===== src/sv/rc4_stream_cipher_top_assert.svh =====
// Assertion macros shared by the RC4 cipher modules.
// No dependencies; included by rc4_ctrl and rc4_datapath.
`ifndef RC4_STREAM_CIPHER_TOP_ASSERT_SVH
`define RC4_STREAM_CIPHER_TOP_ASSERT_SVH

// Checked property, disabled while reset is asserted.
`define RC4_ASSERT(lbl, clk, rst_n, prop, msg) \
    lbl: assert property (@(posedge clk) disable iff (!rst_n) (prop)) \
        else $error(msg);

// Checked property that must also hold during reset.
`define RC4_ASSERT_ALWAYS(lbl, clk, prop, msg) \
    lbl: assert property (@(posedge clk) (prop)) else $error(msg);

`endif


===== src/sv/rc4_pkg.sv =====
// Shared constants, datapath command codes and control structs for the RC4 cipher.
// No dependencies; used by rc4_ctrl, rc4_datapath and rc4_stream_cipher_top.
package rc4_pkg;

    localparam int SBOX_SIZE         = 256;
    localparam int SBOX_AW           = 8;
    localparam int MAX_KEY_BYTES_DEF = 256;

    localparam logic [SBOX_AW-1:0] SBOX_LAST = SBOX_AW'(SBOX_SIZE - 1);

    typedef enum logic [3:0] {
        DP_NOP,
        DP_INIT,
        DP_KEY_WR,
        DP_KS_RD,
        DP_KS_J,
        DP_KS_W1,
        DP_KS_W2,
        DP_KS_FIN,
        DP_D_ACC,
        DP_D_RDI,
        DP_D_RDJ,
        DP_D_W1,
        DP_D_W2,
        DP_D_RDK,
        DP_D_OUT
    } dp_op_t;

    typedef struct packed {
        dp_op_t op;
        logic   out_load;
    } cmd_t;

    typedef struct packed {
        logic n_last;
    } status_t;

endpackage


===== src/sv/rc4_datapath.sv =====
// RC4 datapath: permutation memory, key store, indices, key count and output register.
// Depends on rc4_pkg and rc4_stream_cipher_top_assert.svh; driven by rc4_ctrl.
`include "rc4_stream_cipher_top_assert.svh"

module rc4_datapath #(
    parameter int MAX_KEY_BYTES = rc4_pkg::MAX_KEY_BYTES_DEF
) (
    input  logic             clk,
    input  logic             rst_n,
    input  rc4_pkg::cmd_t    cmd,
    output rc4_pkg::status_t status,
    input  logic [7:0]       byte_in,
    input  logic             item_last,
    output logic [7:0]       byte_out,
    output logic             out_last
);

    localparam int CW  = $clog2(MAX_KEY_BYTES + 1);
    localparam int KAW = (MAX_KEY_BYTES > 1) ? $clog2(MAX_KEY_BYTES) : 1;

    logic [7:0] sbox_mem [rc4_pkg::SBOX_SIZE];
    logic [7:0] key_mem  [MAX_KEY_BYTES];

    logic [rc4_pkg::SBOX_AW-1:0] n_reg, n_next;
    logic [7:0]     i_reg, i_next;
    logic [7:0]     j_reg, j_next;
    logic [KAW-1:0] kidx_reg, kidx_next;
    logic [CW-1:0]  count_reg, count_next;

    logic [7:0] rdata_reg;
    logic [7:0] key_rdata_reg;
    logic [7:0] si_reg;
    logic [7:0] sj_reg;
    logic [7:0] byte_reg;
    logic       last_reg;
    logic [7:0] byte_out_reg;
    logic       out_last_reg;

    logic [rc4_pkg::SBOX_AW-1:0] mem_addr;
    logic       mem_we;
    logic [7:0] mem_wdata;
    logic [7:0] acc;
    logic [7:0] ks_sum;
    logic [CW-1:0] key_len;
    logic [CW-1:0] kidx_inc;

    assign acc      = j_reg + rdata_reg + key_rdata_reg;
    assign ks_sum   = si_reg + sj_reg;
    assign key_len  = (count_reg == '0) ? CW'(1) : count_reg;
    assign kidx_inc = CW'(kidx_reg) + CW'(1);

    always_comb
    begin
        mem_addr   = n_reg;
        mem_we     = 1'b0;
        mem_wdata  = si_reg;
        n_next     = n_reg;
        i_next     = i_reg;
        j_next     = j_reg;
        kidx_next  = kidx_reg;
        count_next = count_reg;
        unique case (cmd.op)
            rc4_pkg::DP_INIT:
            begin
                mem_we    = 1'b1;
                mem_wdata = n_reg;
                n_next    = n_reg + 1'b1;
                j_next    = '0;
                kidx_next = '0;
            end
            rc4_pkg::DP_KEY_WR:
            begin
                if (count_reg < CW'(MAX_KEY_BYTES))
                begin
                    count_next = count_reg + 1'b1;
                end
            end
            rc4_pkg::DP_KS_RD:
            begin
                mem_addr = n_reg;
            end
            rc4_pkg::DP_KS_J:
            begin
                mem_addr = acc;
                j_next   = acc;
            end
            rc4_pkg::DP_KS_W1:
            begin
                mem_addr  = j_reg;
                mem_we    = 1'b1;
                mem_wdata = si_reg;
            end
            rc4_pkg::DP_KS_W2:
            begin
                mem_addr  = n_reg;
                mem_we    = 1'b1;
                mem_wdata = sj_reg;
                n_next    = n_reg + 1'b1;
                // key index runs modulo the loaded key length
                kidx_next = (kidx_inc >= key_len) ? '0 : kidx_inc[KAW-1:0];
            end
            rc4_pkg::DP_KS_FIN:
            begin
                i_next     = '0;
                j_next     = '0;
                count_next = '0;
            end
            rc4_pkg::DP_D_ACC:
            begin
                i_next = i_reg + 1'b1;
            end
            rc4_pkg::DP_D_RDI:
            begin
                mem_addr = i_reg;
            end
            rc4_pkg::DP_D_RDJ:
            begin
                mem_addr = j_reg + rdata_reg;
                j_next   = j_reg + rdata_reg;
            end
            rc4_pkg::DP_D_W1:
            begin
                mem_addr  = i_reg;
                mem_we    = 1'b1;
                mem_wdata = rdata_reg;
            end
            rc4_pkg::DP_D_W2:
            begin
                mem_addr  = j_reg;
                mem_we    = 1'b1;
                mem_wdata = si_reg;
            end
            rc4_pkg::DP_D_RDK,
            rc4_pkg::DP_D_OUT:
            begin
                mem_addr = ks_sum;
            end
            default:
            begin
                mem_addr = n_reg;
            end
        endcase
    end

    always_ff @(posedge clk or negedge rst_n)
    begin
        if (!rst_n)
        begin
            n_reg     <= '0;
            i_reg     <= '0;
            j_reg     <= '0;
            kidx_reg  <= '0;
            count_reg <= '0;
        end
        else
        begin
            n_reg     <= n_next;
            i_reg     <= i_next;
            j_reg     <= j_next;
            kidx_reg  <= kidx_next;
            count_reg <= count_next;
        end
    end

    // permutation memory: one port, registered read-before-write
    always_ff @(posedge clk)
    begin
        if (mem_we)
        begin
            sbox_mem[mem_addr] <= mem_wdata;
        end
        rdata_reg <= sbox_mem[mem_addr];
    end

    always_ff @(posedge clk)
    begin
        if (cmd.op == rc4_pkg::DP_KEY_WR && count_reg < CW'(MAX_KEY_BYTES))
        begin
            key_mem[count_reg[KAW-1:0]] <= byte_in;
        end
        key_rdata_reg <= key_mem[kidx_reg];
    end

    always_ff @(posedge clk)
    begin
        if (cmd.op == rc4_pkg::DP_KS_J || cmd.op == rc4_pkg::DP_D_RDJ)
        begin
            si_reg <= rdata_reg;
        end
        if (cmd.op == rc4_pkg::DP_KS_W1 || cmd.op == rc4_pkg::DP_D_W1)
        begin
            sj_reg <= rdata_reg;
        end
        if (cmd.op == rc4_pkg::DP_D_ACC)
        begin
            byte_reg <= byte_in;
            last_reg <= item_last;
        end
        if (cmd.out_load)
        begin
            byte_out_reg <= byte_reg ^ rdata_reg;
            out_last_reg <= last_reg;
        end
    end

    assign status.n_last = (n_reg == rc4_pkg::SBOX_LAST);
    assign byte_out      = byte_out_reg;
    assign out_last      = out_last_reg;

    `RC4_ASSERT(a_count_max, clk, rst_n, count_reg <= CW'(MAX_KEY_BYTES), "key count overflow")
    `RC4_ASSERT(a_kidx_range, clk, rst_n, (cmd.op == rc4_pkg::DP_KS_RD) |-> (CW'(kidx_reg) < key_len), "key index out of range")
    `RC4_ASSERT(a_fin_clear, clk, rst_n, (cmd.op == rc4_pkg::DP_KS_FIN) |=> (i_reg == '0 && j_reg == '0 && count_reg == '0), "rekey did not clear indices")

endmodule


===== src/sv/rc4_ctrl.sv =====
// RC4 controller: sequences reset fill, key schedule and per-byte keystream steps.
// Depends on rc4_pkg and rc4_stream_cipher_top_assert.svh; commands rc4_datapath.
`include "rc4_stream_cipher_top_assert.svh"

module rc4_ctrl (
    input  logic             clk,
    input  logic             rst_n,
    input  logic             in_valid,
    output logic             in_ready,
    input  logic             operation,
    input  logic             item_last,
    output logic             out_valid,
    input  logic             out_ready,
    output rc4_pkg::cmd_t    cmd,
    input  rc4_pkg::status_t status
);

    typedef enum logic [12:0] {
        S_INIT  = 13'b0000000000001,
        S_IDLE  = 13'b0000000000010,
        S_KS_RD = 13'b0000000000100,
        S_KS_J  = 13'b0000000001000,
        S_KS_W1 = 13'b0000000010000,
        S_KS_W2 = 13'b0000000100000,
        S_KS_FIN= 13'b0000001000000,
        S_D_RDI = 13'b0000010000000,
        S_D_RDJ = 13'b0000100000000,
        S_D_W1  = 13'b0001000000000,
        S_D_W2  = 13'b0010000000000,
        S_D_RDK = 13'b0100000000000,
        S_D_OUT = 13'b1000000000000
    } state_t;

    state_t state_reg, state_next;
    logic   sched_reg, sched_next;
    logic   out_valid_reg, out_valid_next;
    logic   accept;

    assign in_ready = (state_reg == S_IDLE);
    assign accept   = in_valid && in_ready;

    always_comb
    begin
        state_next   = state_reg;
        sched_next   = sched_reg;
        cmd.op       = rc4_pkg::DP_NOP;
        cmd.out_load = 1'b0;
        unique case (state_reg)
            S_INIT:
            begin
                cmd.op = rc4_pkg::DP_INIT;
                if (status.n_last)
                begin
                    state_next = sched_reg ? S_KS_RD : S_IDLE;
                end
            end
            S_IDLE:
            begin
                if (accept)
                begin
                    if (!operation)
                    begin
                        cmd.op = rc4_pkg::DP_KEY_WR;
                        if (item_last)
                        begin
                            sched_next = 1'b1;
                            state_next = S_INIT;
                        end
                    end
                    else
                    begin
                        cmd.op     = rc4_pkg::DP_D_ACC;
                        state_next = S_D_RDI;
                    end
                end
            end
            S_KS_RD:
            begin
                cmd.op     = rc4_pkg::DP_KS_RD;
                state_next = S_KS_J;
            end
            S_KS_J:
            begin
                cmd.op     = rc4_pkg::DP_KS_J;
                state_next = S_KS_W1;
            end
            S_KS_W1:
            begin
                cmd.op     = rc4_pkg::DP_KS_W1;
                state_next = S_KS_W2;
            end
            S_KS_W2:
            begin
                cmd.op     = rc4_pkg::DP_KS_W2;
                state_next = status.n_last ? S_KS_FIN : S_KS_RD;
            end
            S_KS_FIN:
            begin
                cmd.op     = rc4_pkg::DP_KS_FIN;
                sched_next = 1'b0;
                state_next = S_IDLE;
            end
            S_D_RDI:
            begin
                cmd.op     = rc4_pkg::DP_D_RDI;
                state_next = S_D_RDJ;
            end
            S_D_RDJ:
            begin
                cmd.op     = rc4_pkg::DP_D_RDJ;
                state_next = S_D_W1;
            end
            S_D_W1:
            begin
                cmd.op     = rc4_pkg::DP_D_W1;
                state_next = S_D_W2;
            end
            S_D_W2:
            begin
                cmd.op     = rc4_pkg::DP_D_W2;
                state_next = S_D_RDK;
            end
            S_D_RDK:
            begin
                cmd.op     = rc4_pkg::DP_D_RDK;
                state_next = S_D_OUT;
            end
            S_D_OUT:
            begin
                cmd.op = rc4_pkg::DP_D_OUT;
                // wait until the output register is free
                if (!out_valid_reg || out_ready)
                begin
                    cmd.out_load = 1'b1;
                    state_next   = S_IDLE;
                end
            end
            default:
            begin
                state_next = S_IDLE;
            end
        endcase
    end

    always_comb
    begin
        if (cmd.out_load)
        begin
            out_valid_next = 1'b1;
        end
        else if (out_ready)
        begin
            out_valid_next = 1'b0;
        end
        else
        begin
            out_valid_next = out_valid_reg;
        end
    end

    always_ff @(posedge clk or negedge rst_n)
    begin
        if (!rst_n)
        begin
            state_reg     <= S_INIT;
            sched_reg     <= 1'b0;
            out_valid_reg <= 1'b0;
        end
        else
        begin
            state_reg     <= state_next;
            sched_reg     <= sched_next;
            out_valid_reg <= out_valid_next;
        end
    end

    assign out_valid = out_valid_reg;

    `RC4_ASSERT(a_no_overwrite, clk, rst_n, (cmd.out_load && out_valid_reg) |-> out_ready, "pending result overwritten")
    `RC4_ASSERT(a_last_key_sched, clk, rst_n, (accept && !operation && item_last) |=> (state_reg == S_INIT && sched_reg), "last key did not start schedule")
    `RC4_ASSERT(a_load_valid, clk, rst_n, cmd.out_load |=> (out_valid_reg && state_reg == S_IDLE), "result load not presented")

endmodule


===== src/sv/rc4_stream_cipher_top.sv =====
// RC4 stream cipher top level. Data byte: accepted in IDLE, then RDI, RDJ, W1, W2, RDK, OUT
// (single-port permutation memory, one access a cycle); OUT loads the result once no earlier
// one is pending, and the next request is taken back in IDLE. Key byte: stored in IDLE; the
// last one adds the schedule: identity fill, then RD, J, W1, W2 per entry, then FIN.
// Reset: async active low; an identity fill of the permutation follows reset, during
// which no request is taken. Depends on rc4_pkg, rc4_ctrl and rc4_datapath.
module rc4_stream_cipher_top #(
    parameter int MAX_KEY_BYTES = rc4_pkg::MAX_KEY_BYTES_DEF
) (
    input  logic       clk,
    input  logic       rst_n,
    input  logic       in_valid,
    output logic       in_ready,
    input  logic       operation,
    input  logic [7:0] byte_in,
    input  logic       item_last,
    output logic       out_valid,
    input  logic       out_ready,
    output logic [7:0] byte_out,
    output logic       out_last
);

    rc4_pkg::cmd_t    cmd;
    rc4_pkg::status_t status;

    rc4_ctrl u_ctrl (
        .clk       (clk),
        .rst_n     (rst_n),
        .in_valid  (in_valid),
        .in_ready  (in_ready),
        .operation (operation),
        .item_last (item_last),
        .out_valid (out_valid),
        .out_ready (out_ready),
        .cmd       (cmd),
        .status    (status)
    );

    rc4_datapath #(
        .MAX_KEY_BYTES (MAX_KEY_BYTES)
    ) u_datapath (
        .clk       (clk),
        .rst_n     (rst_n),
        .cmd       (cmd),
        .status    (status),
        .byte_in   (byte_in),
        .item_last (item_last),
        .byte_out  (byte_out),
        .out_last  (out_last)
    );

endmodule

===== config.mk =====
export PLATFORM = sky130hd
export DESIGN_NAME = rc4_stream_cipher_top
export DESIGN_NICKNAME = d
export VERILOG_FILES = /design/src/sv/rc4_pkg.sv /design/src/sv/rc4_datapath.sv /design/src/sv/rc4_ctrl.sv /design/src/sv/rc4_stream_cipher_top.sv
export VERILOG_INCLUDE_DIRS = /design/src /design/src/sv
export SDC_FILE = /design/constraint.sdc
export NUM_CORES = 2
export LEC_CHECK = 0
export BUFFER_PORTS_ARGS = -buffer_cell sky130_fd_sc_hd__buf_2
export CORE_ASPECT_RATIO = 0.75
export CORE_UTILIZATION = 50
export DETAILED_ROUTE_END_ITERATION = 10
export GPL_ROUTABILITY_DRIVEN = 0
export PLACE_DENSITY_LB_ADDON = 0.25
export SYNTH_ARGS = -nofsm -noshare
export SYNTH_HDL_FRONTEND = slang
export SYNTH_SLANG_ARGS = --single-unit

===== constraint.sdc =====
create_clock -name clk -period 6 [get_ports clk]
set_input_delay 0.6 -clock clk [delete_from_list [all_inputs] [get_ports clk]]
set_output_delay 0.6 -clock clk [all_outputs]
set_load 0.05 [all_outputs]

==> results <==
- Measured along the y axis, the die boundary spans 501 um.
- The part of the power in combinational logic is 24.6%.
- The number of clock buffers added by TritonCTS is 401.
- In the final layout, the multi-input gates occupy 38000 um2.
- Across all register-to-register paths, the minimum setup slack is 0.11 ns.
- The cell area that synthesis handed to floorplanning was 166000 um2.
- In this run the top signal layer used is met5.
- The detailed-routing iteration count for the pre-antenna-repair pass is 6.
- The footprint of the flip-flops and latches is around 130000 um2.
- The data arrival time of the critical path is 6.68 ns.
- The tree is rooted in a clkbuf_16.
- The kind of critical path is register to register.
- Clock tree synthesis found a total of between 4000 and 5000 sinks.
- 25 I/O pins were placed.
- The wire length reported by the detailed router is 435000 um.
- The share of cells above drive strength 1 is 16.9%.
- The worst path uses 98.2% of the clock period.
- From synthesis to final layout, the design area changed by 12.8%.
- The number of pins exceeding their max-slew limit in the final report came to 0.
- The worst hold path begins at item_last.
- The startpoint of the worst register-to-register path is u_ctrl.state_reg[6].
- The run finished with clean final reports.
- edfxtp_1 takes more of the synthesized area than any other cell.
- The path category of the worst min-delay check is primary input to register.
- The end point of the most critical hold path is u_datapath.last_reg.
- The number of buffers inserted by port buffering is 24.
- The total half-perimeter wirelength after legalization and detailed placement is 262000 um.
- The post-route worst hold slack is 0.0818 ns.
- The count of endpoints failing setup in the final report is 0.
- Synthesis inferred 4202 register bits.
- The Yosys step of the flow raised 0 warnings.
- The time the final worst path needs with I/O delays and setup is 5.89 ns.
- At the worst endpoint, the required time is 6.79 ns.
- The largest fanout on the critical path is 61.
- The initial antenna violation count is 30.
- The layout has ~25000 filler cells.
- The critical path launch point type is a register.
- The dominant combinational cell family by area after synthesis is simple AND/OR/NAND/NOR gates.
- Dividing the detail-routed via count by the number of cells gives 6.23.
- The part of the power in registers is between 40% and 50%.
- The worst voltage drop across the vdd grid is 588 uV.
- Headroom to the max-slew limit came out at between 10% and 20%.
- The mean post-synth cell area is 16.1 um2.
- TritonCTS built the clock tree.
- The detailed-route wire length per cell is 28.3 um.
- For the worst-skew pair, the clock arrives at the later sink with an insertion delay of approximately 0.93 ns.
- For the pin with the worst max-slew slack, the measured transition is 1.26 ns.
- The die is 668 um wide.
- The part of the power in the clock network is 32.7%.
- The number of global-route vias before repair is between 90000 and 100k.
- The setup TNS is 0 ns.
- The pin count of the biggest net entering global routing is about 190.
- The die area is 335000 um2.
- Among all flip-flop cells after synthesis, the most frequent one is edfxtp_1.
- The synthesized netlist devotes under 10% of its cell area to compound gates.
- The power density over the cells is about 420 nW/um2.
- The starting density of the core is 50.5%.
- The fraction of synthesized cell area in xor and xnor cells is 0.295%.
- The fraction of power spent switching nets is 32.0%.
- The number of violations of the max-capacitance limit is 0.
- Counting along the longest clock path gives a buffer depth of 4.
- Internal power comes to ~53 mW.
- Synthesis instantiated 74 different standard cells from the library.
- The violation count after the first detailed-route iteration is ~14000.
- The post-CTS clock slew at the launch and capture registers of the worst setup and hold paths is 0.06 ns.
- The detailed router put a total of around 180000 um of wire on met1.
- The met3 wire length is 52700 um.
- The row count is 182.
- After synthesis, the share of cell area in mux cells is 9.56%.
- The count of unresolved DRC violations after routing is 0.
- The area of the core is 329000 um2.
- The post-synthesis cell count is 10324.
- The synthesized netlist net count is between 10000 and 15000.
- In the post-synthesis netlist, the biggest area contributors are edfxtp_1, mux4_2, nand2_1.
- The arithmetic-cell share of the synthesized area counting full adders, half adders and majority gates is 0.315%.
- On the final layout, the worst clock skew is 0.0537 ns.
- The number of enable flip-flop cells after synthesis is 4130.
- The total number of H-tree levels is 5.
- The detailed-route via count is between 90000 and 100k.
- After synthesis, the share of flip-flops with an asynchronous set or reset is 1.33%.
- Setup repair after global routing left no endpoint under its margin.
- The count of nets left with antenna violations once routing finished came out at 0.
- The wire length of the first global-routing pass is roughly 630000 um.
- The net switching component of the power is roughly 25 mW.
- The number of nets in the layout is 10641.
- The worst register-to-register path ends at u_datapath.rdata_reg[2].
- The cell leakage power is 60.4 nW.
- Of the post-synthesis cell area, the dominant cell type holds 74.6%.
- The instance count along the most critical hold path is 1.
- The count of final hold-check violations is 0.
- The critical path capture point type is a register.
- Summing the areas of all and, or, nand and nor instances in the mapped netlist gives 11.1% of the synthesized area.
- Detailed routing placed a total of approximately 190000 um of wire on met2.
- The global routing usage summed across all routing layers is 25.7%.
- For this run, the top clock speed supported by timing is 170 MHz.
- Global routing finished with a remaining overflow of 0.
- The share of the Yosys chip area taken by registers is 75.6%.
- The worst register-to-register path has a depth of 14.
## Yosys cell counts (all sizes together) (23+ instances only)
cell / n
a21oi: 84
a221oi: 25
a22oi: 61
a31oi: 28
and3: 25
buf: 268
clkbuf: 383
dfrtp: 55
edfxtp: 4130
ha: 37
inv: 33
mux2i: 53
mux4: 680
nand2: 2056
nand3: 1377
nand4: 128
nor2: 582
o21ai: 32
xnor2: 33
xor2: 23
## what timing repair did
action / CTS / global route
pin swaps: 0 / 3
hold buffers: 2 / 0
setup endpoints to repair: 1 / 8
gates cloned: 0 / 2
setup buffers: 0 / 11
hold endpoints to repair: 57 / 0
gates resized for setup: 1 / 11
## critical path: stages, from the launching register on
cell and delay, ns:
dfrtp_1 0.49, or4_1 0.79, or3_1 0.44, o2111a_2 0.33, o211ai_1 0.52, nand3_4 0.42, buf_12 0.32, buf_4 0.36
nand2_1 0.22, nand3_1 0.12, nand3_1 0.11, nand4_1 0.15, a22oi_2 0.51, a21oi_1 0.32, or4_1 0.57
## worst max-delay path by stage
stage                         from                         to  cells after the start
2_1_floorplan  u_ctrl.state_reg[7]  u_datapath.sbox_mem[0][0]                      8
3_3_place_gp   u_ctrl.state_reg[9]    u_datapath.rdata_reg[2]                     15
3_5_place_dp   u_ctrl.state_reg[9]    u_datapath.rdata_reg[2]                     15
4_1_cts        u_ctrl.state_reg[6]    u_datapath.rdata_reg[7]                     15
5_1_grt        u_ctrl.state_reg[6]    u_datapath.rdata_reg[2]                     14
6_report       u_ctrl.state_reg[6]    u_datapath.rdata_reg[2]                     14
## power groups by stage
stage	Combinational [mW]	Sequential, mW	Clock (mW)
after global routing	20.5	33.3	26.9
after CTS	18.6	33.3	25.8
final	19.3	33.3	25.6
after floorplan	11.1	34.0	0
after detailed placement	18.5	33.9	0
after global placement	18.3	33.9	0
## cell families after synthesis
family                   count (synthesis)
XOR/XNOR                                56
flip-flops                            4202
multiplexers                           737
buffers and inverters                  686
AND/OR/NAND/NOR                       4268
AO/OA/AOI/OAI                          335
adder cells (fa/ha/maj)                 40
## placed cells by master, fill, tap and decap left out, types with 16 or more instances in the layout
cell	instances
edfxtp_1	4130
nand2_1	2031
nand3_1	1366
mux4_2	680
nor2_1	576
clkbuf_16	407
buf_4	391
nand4_1	128
buf_12	91
a21oi_1	84
clkinv_1	84
clkinv_2	77
clkbuf_1	70
a22oi_1	55
mux2i_1	53
bufinv_16	52
dfrtp_1	50
ha_1	37
xnor2_1	33
inv_1	32
o21ai_0	29
a31oi_1	27
a221oi_1	25
and3_1	24
xor2_1	23
clkinvlp_4	19
a32oi_1	17
nand2_2	17
buf_2	16
dfxtp_1	16
## metrics by stage
stage / util (%) / instance area (um2) / std cells / worst slack [ns] / power [mW]
final: 56.9 / 188000 / 15338 / 0.111 / 78.1
after global routing: 56.9 / 188000 / 15333 / 0.00862 / 80.7
after CTS: 56.9 / 187000 / 15319 / 0.0672 / 77.7
after detailed placement: 52.9 / 174000 / 14585 / -0.0518 / 52.4
after global placement: 52.9 / 174000 / 14585 / -0.0326 / 52.2
after floorplan: - / 166000 / 10324 / 0.138 / 45.1
## routing by layer
layer	GRT usage [%]	up-vias
met1	40.3	49202
met5	0	-
li1	-	40119
met4	5.99	16
met2	36.2	5509
met3	6.42	637
## area by class of cell
cell class              instances  share of cell area, %
flip-flops and latches       4202                   67.1
multi-input cells            5438                   20.3
clock buffers                 478                   5.58
well taps                    4416                   2.95
repair buffers                509                   2.66
clock inverters               254                   1.40
inverters                      35                 0.0701
diodes                          6                0.00801
(Power assumes the default switching activity.)
